==> config.mk <==
export PLATFORM = sky130hd
export DESIGN_NAME = hse_result_fifo
export DESIGN_NICKNAME = d
export VERILOG_FILES = /design/src/sv/hse_pkg.sv /design/src/sv/hse_result_fifo.sv
export SDC_FILE = /design/constraint.sdc
export NUM_CORES = 1
export LEC_CHECK = 0
export BUFFER_PORTS_ARGS = -buffer_cell sky130_fd_sc_hd__buf_2
export CORE_AREA = 5 5 110 112
export CTS_CLUSTER_SIZE = 14
export DETAILED_ROUTE_END_ITERATION = 8
export DIE_AREA = 0 0 115 117
export HOLD_SLACK_MARGIN = 0.08
export PLACE_DENSITY = 0.79
export SETUP_SLACK_MARGIN = 0.05
export SLEW_MARGIN = 25
export SYNTH_ARGS = -nofsm -noshare
export SYNTH_HDL_FRONTEND = slang
export SYNTH_SLANG_ARGS = --single-unit
==> constraint.sdc <==
create_clock -name clk -period 3.65 [get_ports clk]
set_input_delay 0.73 -clock clk [delete_from_list [all_inputs] [get_ports clk]]
set_output_delay 0.73 -clock clk [all_outputs]
set_load 0.05 [all_outputs]
==> src/sv/hse_pkg.sv <==
// Shared types and constants of the Huffman symbol encoder and packer.
package hse_pkg;

    // Request opcodes
    localparam logic [1:0] OP_WRITE  = 2'd0;
    localparam logic [1:0] OP_ENCODE = 2'd1;
    localparam logic [1:0] OP_FLUSH  = 2'd2;

    // Fixed field widths
    localparam int CODE_FIELD_W = 16;
    localparam int LEN_W        = 5;
    localparam int PEND_W       = 7;
    localparam int BYTE_W       = 8;
    localparam int TAIL_W       = 4;
    localparam int SYM_W        = 8;

    // Result queue depth (power of two)
    localparam int RES_FIFO_DEPTH = 8;

    typedef struct packed {
        logic [BYTE_W-1:0] out_byte;
        logic              byte_valid;
        logic              last;
        logic [TAIL_W-1:0] tail_bits;
    } result_t;

    // Up to two results pushed per cycle; second only with first
    typedef struct packed {
        logic    valid0;
        logic    valid1;
        result_t res0;
        result_t res1;
    } res_push_t;

endpackage

==> src/sv/hse_result_fifo.sv <==
// Result queue: takes up to two results per cycle, hands out one.
module hse_result_fifo import hse_pkg::*; (
    input  logic                              clk,
    input  logic                              rst_n,
    input  res_push_t                         push,
    output logic [$clog2(RES_FIFO_DEPTH):0]   count,
    output logic                              out_valid,
    input  logic                              out_ready,
    output result_t                           out_res
);

    localparam int AW = $clog2(RES_FIFO_DEPTH);

    result_t         mem_reg [RES_FIFO_DEPTH];
    logic [AW-1:0]   wr_ptr_reg, wr_ptr_next;
    logic [AW-1:0]   rd_ptr_reg, rd_ptr_next;
    logic [AW:0]     count_reg, count_next;
    logic            pop;
    logic [1:0]      n_push;

    assign pop    = (count_reg != '0) && out_ready;
    assign n_push = {1'b0, push.valid0} + {1'b0, push.valid1};

    // Pointer and fill count update
    always_comb
    begin
        wr_ptr_next = wr_ptr_reg + AW'(n_push);
        rd_ptr_next = rd_ptr_reg + AW'(pop);
        count_next  = count_reg + (AW+1)'(n_push) - (AW+1)'(pop);
    end

    always_ff @(posedge clk or negedge rst_n)
    begin
        if (!rst_n)
        begin
            wr_ptr_reg <= '0;
            rd_ptr_reg <= '0;
            count_reg  <= '0;
        end
        else
        begin
            wr_ptr_reg <= wr_ptr_next;
            rd_ptr_reg <= rd_ptr_next;
            count_reg  <= count_next;
        end
    end

    // Storage, two write slots
    always_ff @(posedge clk)
    begin
        if (push.valid0)
        begin
            mem_reg[wr_ptr_reg] <= push.res0;
        end
        if (push.valid1)
        begin
            mem_reg[wr_ptr_reg + AW'(1)] <= push.res1;
        end
    end

    assign count     = count_reg;
    assign out_valid = (count_reg != '0);
    assign out_res   = mem_reg[rd_ptr_reg];

endmodule

After elaboration in Yosys (flattened, before gate mapping) --
Memory sizes are Yosys's and may differ from the RTL's. Cells that the tools add are included.
Storage, ports and cells: memories kept 1, input port bits 33, output and inout port bits 19, register bits after elaboration 10, memory bits (writable) 112
Memories:
- mem_reg | depth 8, bits a word 14, read ports 1, clocked after memory_dff 0, write ports 2, line hse_result_fifo.sv:14 | result_t mem_reg [RES_FIFO_DEPTH];
Operators by class: reductions and logical operators 2, multiplexer cells 4, $add $sub $neg 6
Operators by type and width (count):
- adder 4 x 2 -> 4 bit | 1
- two-way mux 1 bit | 4
- nonzero test 4 bit | 1
- subtractor 4 x 1 -> 4 bit | 1
- adder 3 x 1 -> 3 bit | 1
- adder 3 x 1 -> 3 bit (second input constant) | 1
- adder 3 x 2 -> 3 bit | 1
- adder 1 x 1 -> 2 bit | 1
- logical AND 1 bit | 1

Longest topological paths before layout --
Gate-level depths: netlist (run 1).
word-level depth 3, mapped depth 9, depth with buffers taken out 9

Worst setup path before layout (run 1) --
Ideal clock, no wire load.
path type register -> register, start point register count_reg[2] (netlist: count[2]), end point register count_reg[2] (netlist: count[2]), library setup time 123 ps, path buffers 0, setup slack 1055 ps, arrival 2472 ps, clock period less this slack 2595 ps, required time 3527 ps, stages on the path, launching flop included 10, path through dfrtp_1 -> inv_1 -> ha_1 -> or3b_2 -> nand2_1 -> xnor2_1 -> ha_1 -> inv_1 -> fa_1 -> xnor2_1
Between the ends: longest elaborated chain between the ends 3
RTL lines:
- start: declaration | line hse_result_fifo.sv:17 | logic [AW:0] count_reg, count_next;
- start signal: assignment | line hse_result_fifo.sv:44 | count_reg <= count_next;
- nonzero test 4 bit
- named net out_valid | line hse_result_fifo.sv:7 | output logic out_valid,
- logical AND 1 bit | line hse_result_fifo.sv:21 | assign pop = (count_reg != '0) && out_ready;
- subtractor 4 x 1 -> 4 bit | line hse_result_fifo.sv:29 | count_next = count_reg + (AW+1)'(n_push) - (AW+1)'(pop);
- named net count_next[2] | line hse_result_fifo.sv:17
The timed path passes the listed nets, and every way through them passes these cells.

==> results of run 1 <==
-- how the worst max path moves through the flow --
stage / startpoint / end / slack (ps) / depth (start not counted)
6_report: rd_ptr_reg[0] / out_res[3] / 650 / 4
5_1_grt: rd_ptr_reg[0] / out_res[3] / 550 / 4
4_1_cts: rd_ptr_reg[0] / out_res[3] / 630 / 4
3_5_place_dp: wr_ptr_reg[0] / mem_reg[6][10] / 900 / 4
3_3_place_gp: wr_ptr_reg[0] / mem_reg[6][4] / 930 / 4
2_1_floorplan: count[2] / count[2] / 1060 / 9
-- area by class of cell --
cell class                      count  area [um^2]  share of cell area [%]
Clock inverter                     11          129                    1.75
Tap cell                          143          179                    2.42
Timing Repair Buffer               64          365                    4.95
Inverter                            8         30.0                   0.407
Clock buffer                       20          437                    5.92
Sequential cell                   122         3610                    49.0
Multi-Input combinational cell    206         2620                    35.6
-- routing by layer --
metal	vias up	track usage [%]	wire (um)
met5	-	0	0
met4	0	8.37	237
met3	18	5.35	734
met2	123	37.1	7040
met1	1792	27.5	5500
li1	1562	-	-
-- cell families after synthesis --
kind of cell	count (synthesis)	share of synthesized area [%]
and+or+nand+nor	24	2.79
adders and majority gates	11	2.39
buffers and inverters	25	2.34
xor gates and xnor gates	8	1.69
AOI/OAI and AO/OA	9	0.903
muxes	154	33.2
DFF	122	56.7
-- power groups by stage --
stage,logic [mW],registers [mW],clock network [mW]
2_1_floorplan,2.50,2.36,0
5_1_grt,3.41,2.45,1.71
3_3_place_gp,3.17,2.42,0
3_5_place_dp,3.21,2.44,0
6_report,3.21,2.41,1.62
4_1_cts,3.24,2.42,1.64
-- cell usage in the layout (no fill, tap or decap), types with 9 or more instances in the layout --
cell,instances
mux2_2,99
ha_1,9
buf_2,51
clkbuf_16,17
dfrtp_1,9
buf_4,12
mux2_4,18
mux2_1,9
edfxtp_1,112
mux4_2,28
-- critical path, stage by stage, from the launching register on --
cell	delay [ps]
dfrtp_2	530
buf_12	270
mux4_2	550
mux2_2	280
buf_2	210
-- stage by stage --
step | total power, mW | cells
floorplan | 4.86 | 353
global placement | 5.59 | 543
detailed placement | 5.65 | 543
CTS | 7.29 | 574
global route | 7.57 | 574
finish | 7.24 | 574
==> results.cfg, run 1 <==
[worst_setup_path]
cp-start-kind = flip-flop
r2r_cells = 4
worstSetupPathType = flip-flop to output pin
r2r_end = mem_reg[6][4]
r2r_slack_ps = 860
worst-path-max-fanout = 23
cp.arrival_ps = 2270
endpoint_kind = output pin
r2r_start = wr_ptr_reg[0]
cp_data_required_time_ps = 2920

[power]
pwr-share-clk_pct = 22.3
share_comb_of_total_power_pct = 44.4
leakagePower_nw = 2.68
peakVddDrop_uv = 740
intPower_mw = 4.52
power.density_nw_per_um2 = 981
seqPwrFrac_pct = 33.2
p_sw_mw = 2.72
swShare_pct = 37.6

[routing]
vias = 3495
drt_iter0_drc = 281
wl_per_cell_um = 23.5
drcViolationCount = 0
via_per_inst = 6.09
wirelength_um = 13500
antenna_left = 0
first_pass_iters = 7

[sta]
worst_hold_slack_ps = 171
post-route-min-period_ps = 3000
relSlewSlack_pct = 28.5
max_freq_mhz = 334
setup_viol = 0
clock_skew_ps = 11.4
setup-tns-final_ps = 0
finalMaxSlewViolations = 0
tightest_slew_ps = 1070
hold_viol_final = 0
finalCritPeriodShare_pct = 82.1
fin_ws_ps = 654
rsz0062_at_grt = false

[clocking]
cts_htree_levels = 4
root_buffer = clkbuf_16
cts_buffers = 17
post-cts-setup-buffers = 0
clk_pin_slew_worst_paths_ps = 50
clockBufferDepth = 2
cts-resized-gates = 0
clkLatencyLatePin_ps = 410
cts_hold_buf = 0
cts_tree = built
cts.sinks = 122

[logic_synthesis]
synthCells = 353
synth_edf_count = 112
netlist.area_leader.share_pct = 52.8
async_flop_share_pct = 8.20
synthFlopType = edfxtp_1
yosysWarningCount = 0
synth_area_leader_cell = edfxtp_1
ys_seq_area_share_pct = 56.7
avgSynthCellArea_um2 = 18.1
synth_most_common_cell = edfxtp_1
syn_area_um2 = 6370
ys_ff_latch = 122
yosysUniqueCellTypes = 38
syn-num-nets = 397
synthTopCellsByCount = edfxtp_1, mux2_2, mux4_2
synthTopCellsByArea = edfxtp_1, mux2_2, mux4_2

[final_layout]
fillCellCount = 744
layout-drive-gt1-share_pct = 58.5
largest_register_ffs = 112
n_antenna_cell = 0
final_util_pct = 66.3
syn_to_final_growth_pct = 15.7
fin_nets = 463
fin_area_um2 = 7380

[floorplanning]
die_h_um = 117
die_w_um = 115
rows = 39
io_pins = 52
start_util_pct = 57.3
dieArea_um2 = 13500
core_um2 = 11100

[grt]
grt_overflow = 0
grt_pass1_vias = 3772
grt_first_pass_wirelength_um = 21300
antenna_found_initial = 0
grt_max_degree = 29
track_usage_pct = 21.9

[worst_hold_path]
hp-class = primary input to async pin

[place]
place_congestion = 0.822
placed_area_um2 = 6810
place_ws_ps = 901
dp_hpwl_um = 8410
port_buffers = 51

[run]
max_cap_viol_count = 0

[status]
status = complete, no violations
No activity file was read; power rests on OpenSTA's default activity.
==> run 2: changes to the inputs <==
--- a/config.mk
+++ b/config.mk
@@ -6,12 +6,12 @@
 export NUM_CORES = 1
 export LEC_CHECK = 0
 export BUFFER_PORTS_ARGS = -buffer_cell sky130_fd_sc_hd__buf_2
-export CORE_AREA = 5 5 110 112
+export CORE_AREA = 5 5 115 117
 export CTS_CLUSTER_SIZE = 14
 export DETAILED_ROUTE_END_ITERATION = 8
-export DIE_AREA = 0 0 115 117
+export DIE_AREA = 0 0 120 122
 export HOLD_SLACK_MARGIN = 0.08
-export PLACE_DENSITY = 0.79
+export PLACE_DENSITY = 0.76
 export SETUP_SLACK_MARGIN = 0.05
 export SLEW_MARGIN = 25
 export SYNTH_ARGS = -nofsm -noshare
==> constraint.sdc (replaced) <==
create_clock -name clk -period 2.65 [get_ports clk]
set_input_delay 0.53 -clock clk [delete_from_list [all_inputs] [get_ports clk]]
set_output_delay 0.53 -clock clk [all_outputs]
set_load 0.05 [all_outputs]
==> run 2 against run 1 <==
  * Largest cell class unchanged
  * Combinational power rose by 69%
  * Largest power group unchanged
  * Die area rose by 8.8%
  * Worst setup slack got worse by 650 ps
  * Cell area rose by 5.2%
  * Critical path type unchanged
==> results.cfg, run 2 (same netlist as run 1, synthesis figures left out) <==
[grt]
met3_usage_pct = 3.85
track_usage_pct = 21.2
gr-usage-met1_pct = 27.3
grt_max_degree = 29
grt_use_met2_pct = 35.5
grt_overflow = 0
grt_pass1_vias = 3809
antenna_found_initial = 0
gr-max-usage-layer = met2
grt_first_pass_wirelength_um = 22300

[worst_setup_path]
worst-path-max-fanout = 8
cp_data_required_time_ps = 2120
r2r_end = count[2]
worstPathCellList = buf_12, mux4_2, mux2_4, buf_8
cp.arrival_ps = 2110
r2r_cells = 9
critPathTopFamily = multiplexers
cp-start-kind = flip-flop
r2r_start = count[2]
endpoint_kind = output pin
r2r_slack_ps = 300
cp_slowest_cell = dfrtp_4
cp_slowest_stage_delay_ps = 570
worst-path-buf-inv = 2
worstSetupPathType = flip-flop to output pin

[clocking]
clkLatencyLatePin_ps = 410
clk_pin_slew_worst_paths_ps = 50
cts.sinks = 122
cts_htree_levels = 4
root_buffer = clkbuf_16
cts_tree = built
cts_buffers = 17
clockBufferDepth = 2

[floorplanning]
die_h_um = 122
die_w_um = 120
start_util_pct = 52.0
dieArea_um2 = 14600
io_pins = 52
core_um2 = 12300
rows = 41

[worst_hold_path]
holdPathEnd = mem_reg[4][7]
min_delay_path_depth = 2
min_from = push[21]
hp-class = primary input to flip-flop

[routing]
via_per_inst = 5.81
vias = 3499
wirelength_um = 14300
drcViolationCount = 0
wl_per_cell_um = 23.7
first_pass_iters = 4
drt_iter0_drc = 250
antenna_left = 0

[sta]
tightest_slew_ps = 553
hold_viol_final = 0
finalCritPeriodShare_pct = 99.7
finalMaxSlewViolations = 0
clock_skew_ps = 5.11
post-route-min-period_ps = 2640
worst_hold_slack_ps = 506
rsz0062_at_grt = true
setup_viol = 0
max_freq_mhz = 378
setup-tns-final_ps = 0
relSlewSlack_pct = 63.1

[power]
leakagePower_nw = 2.87
power.density_nw_per_um2 = 1410
peakVddDrop_uv = 889
finalPower_mw = 10.9

[place]
dp_cells = 567
port_buffers = 51
place_congestion = 0.799
dp_hpwl_um = 8990

[run]
max_cap_viol_count = 0

[final_layout]
final_util_pct = 63.3
finalNonFillerCells = 602
fin_nets = 483
n_antenna_cell = 0
layout-drive-gt1-share_pct = 59.1
final_common_cell = edfxtp_1
mostFrequentLayoutCells = edfxtp_1, mux2_2, buf_2
syn_to_final_growth_pct = 21.8
largest_register_ffs = 112
fillCellCount = 847

[status]
status = complete, no violations
==> run 2: changes by cell type in the layout (fill, tap and decap cells not counted), moves of 3 or more <==
| cell | previous run | this run |
|---|---|---|
| buf_8 | 0 | 11 |
| clkinv_1 | 1 | 6 |
| mux2_2 | 99 | 92 |
| clkinv_2 | 7 | 4 |
| buf_6 | 0 | 6 |
| mux2_4 | 18 | 25 |
| buf_4 | 12 | 24 |
| buf_2 | 51 | 37 |
| buf_12 | 1 | 4 |
==> run 2: routing by layer <==
metal	vias to the layer above	share of wire [%]
met5	-	0
met4	0	2.1
met3	21	7.3
met1	1770	39
li1	1582	-
met2	126	52
==> run 2: power by group <==
group          switching, mW  internal [mW]  total [mW]
sequential             0.267           2.99        3.25
clock                  0.773           1.45        2.22
combinational           2.94           2.50        5.44
==> run 2: layout make-up <==
| cell class | count | area, um^2 | share of cell area, % |
|---|---|---|---|
| Timing Repair Buffer | 84 | 716 | 9.22 |
| Inverter | 8 | 30.0 | 0.387 |
| Tap cell | 150 | 188 | 2.42 |
| Sequential cell | 122 | 3620 | 46.6 |
| Clock buffer | 19 | 433 | 5.58 |
| Multi-Input combinational cell | 206 | 2650 | 34.1 |
| Clock inverter | 13 | 133 | 1.71 |
==> run 2: repair_timing <==
action / CTS / global route
buffers inserted: 1 / 0
endpoints found under the setup margin: 13 / 14
endpoints found under the hold margin: 10 / 0
hold buffers: 1 / 0
cloned: 1 / 0
gates resized for setup: 49 / 2
==> run 2: worst register-to-register path: stages, from the launching register on <==
cell	delay (ps)
dfrtp_1	380
inv_1	90
ha_1	160
or3b_2	490
nand2_1	200
xnor2_1	150
ha_1	200
inv_1	60
fa_1	370
xnor2_1	140
==> run 2: how the worst max path moves through the flow <==
stage	from	endpoint	cells past startpoint
2_1_floorplan	count[2]	count[2]	9
3_3_place_gp	rd_ptr_reg[0]	out_res[6]	4
4_1_cts	rd_ptr_reg[0]	out_res[3]	4
5_1_grt	rd_ptr_reg[0]	out_res[3]	4
3_5_place_dp	count[2]	count[2]	9
6_report	rd_ptr_reg[0]	out_res[3]	4
==> run 2: metrics by stage <==
stage / instance area (um^2) / worst slack [ps]
after floorplan: 6370 / 55.0
after global placement: 6980 / 345
after detailed placement: 6980 / 325
after CTS: 7750 / -4.11
after global routing: 7760 / -34.8
final: 7760 / 6.91
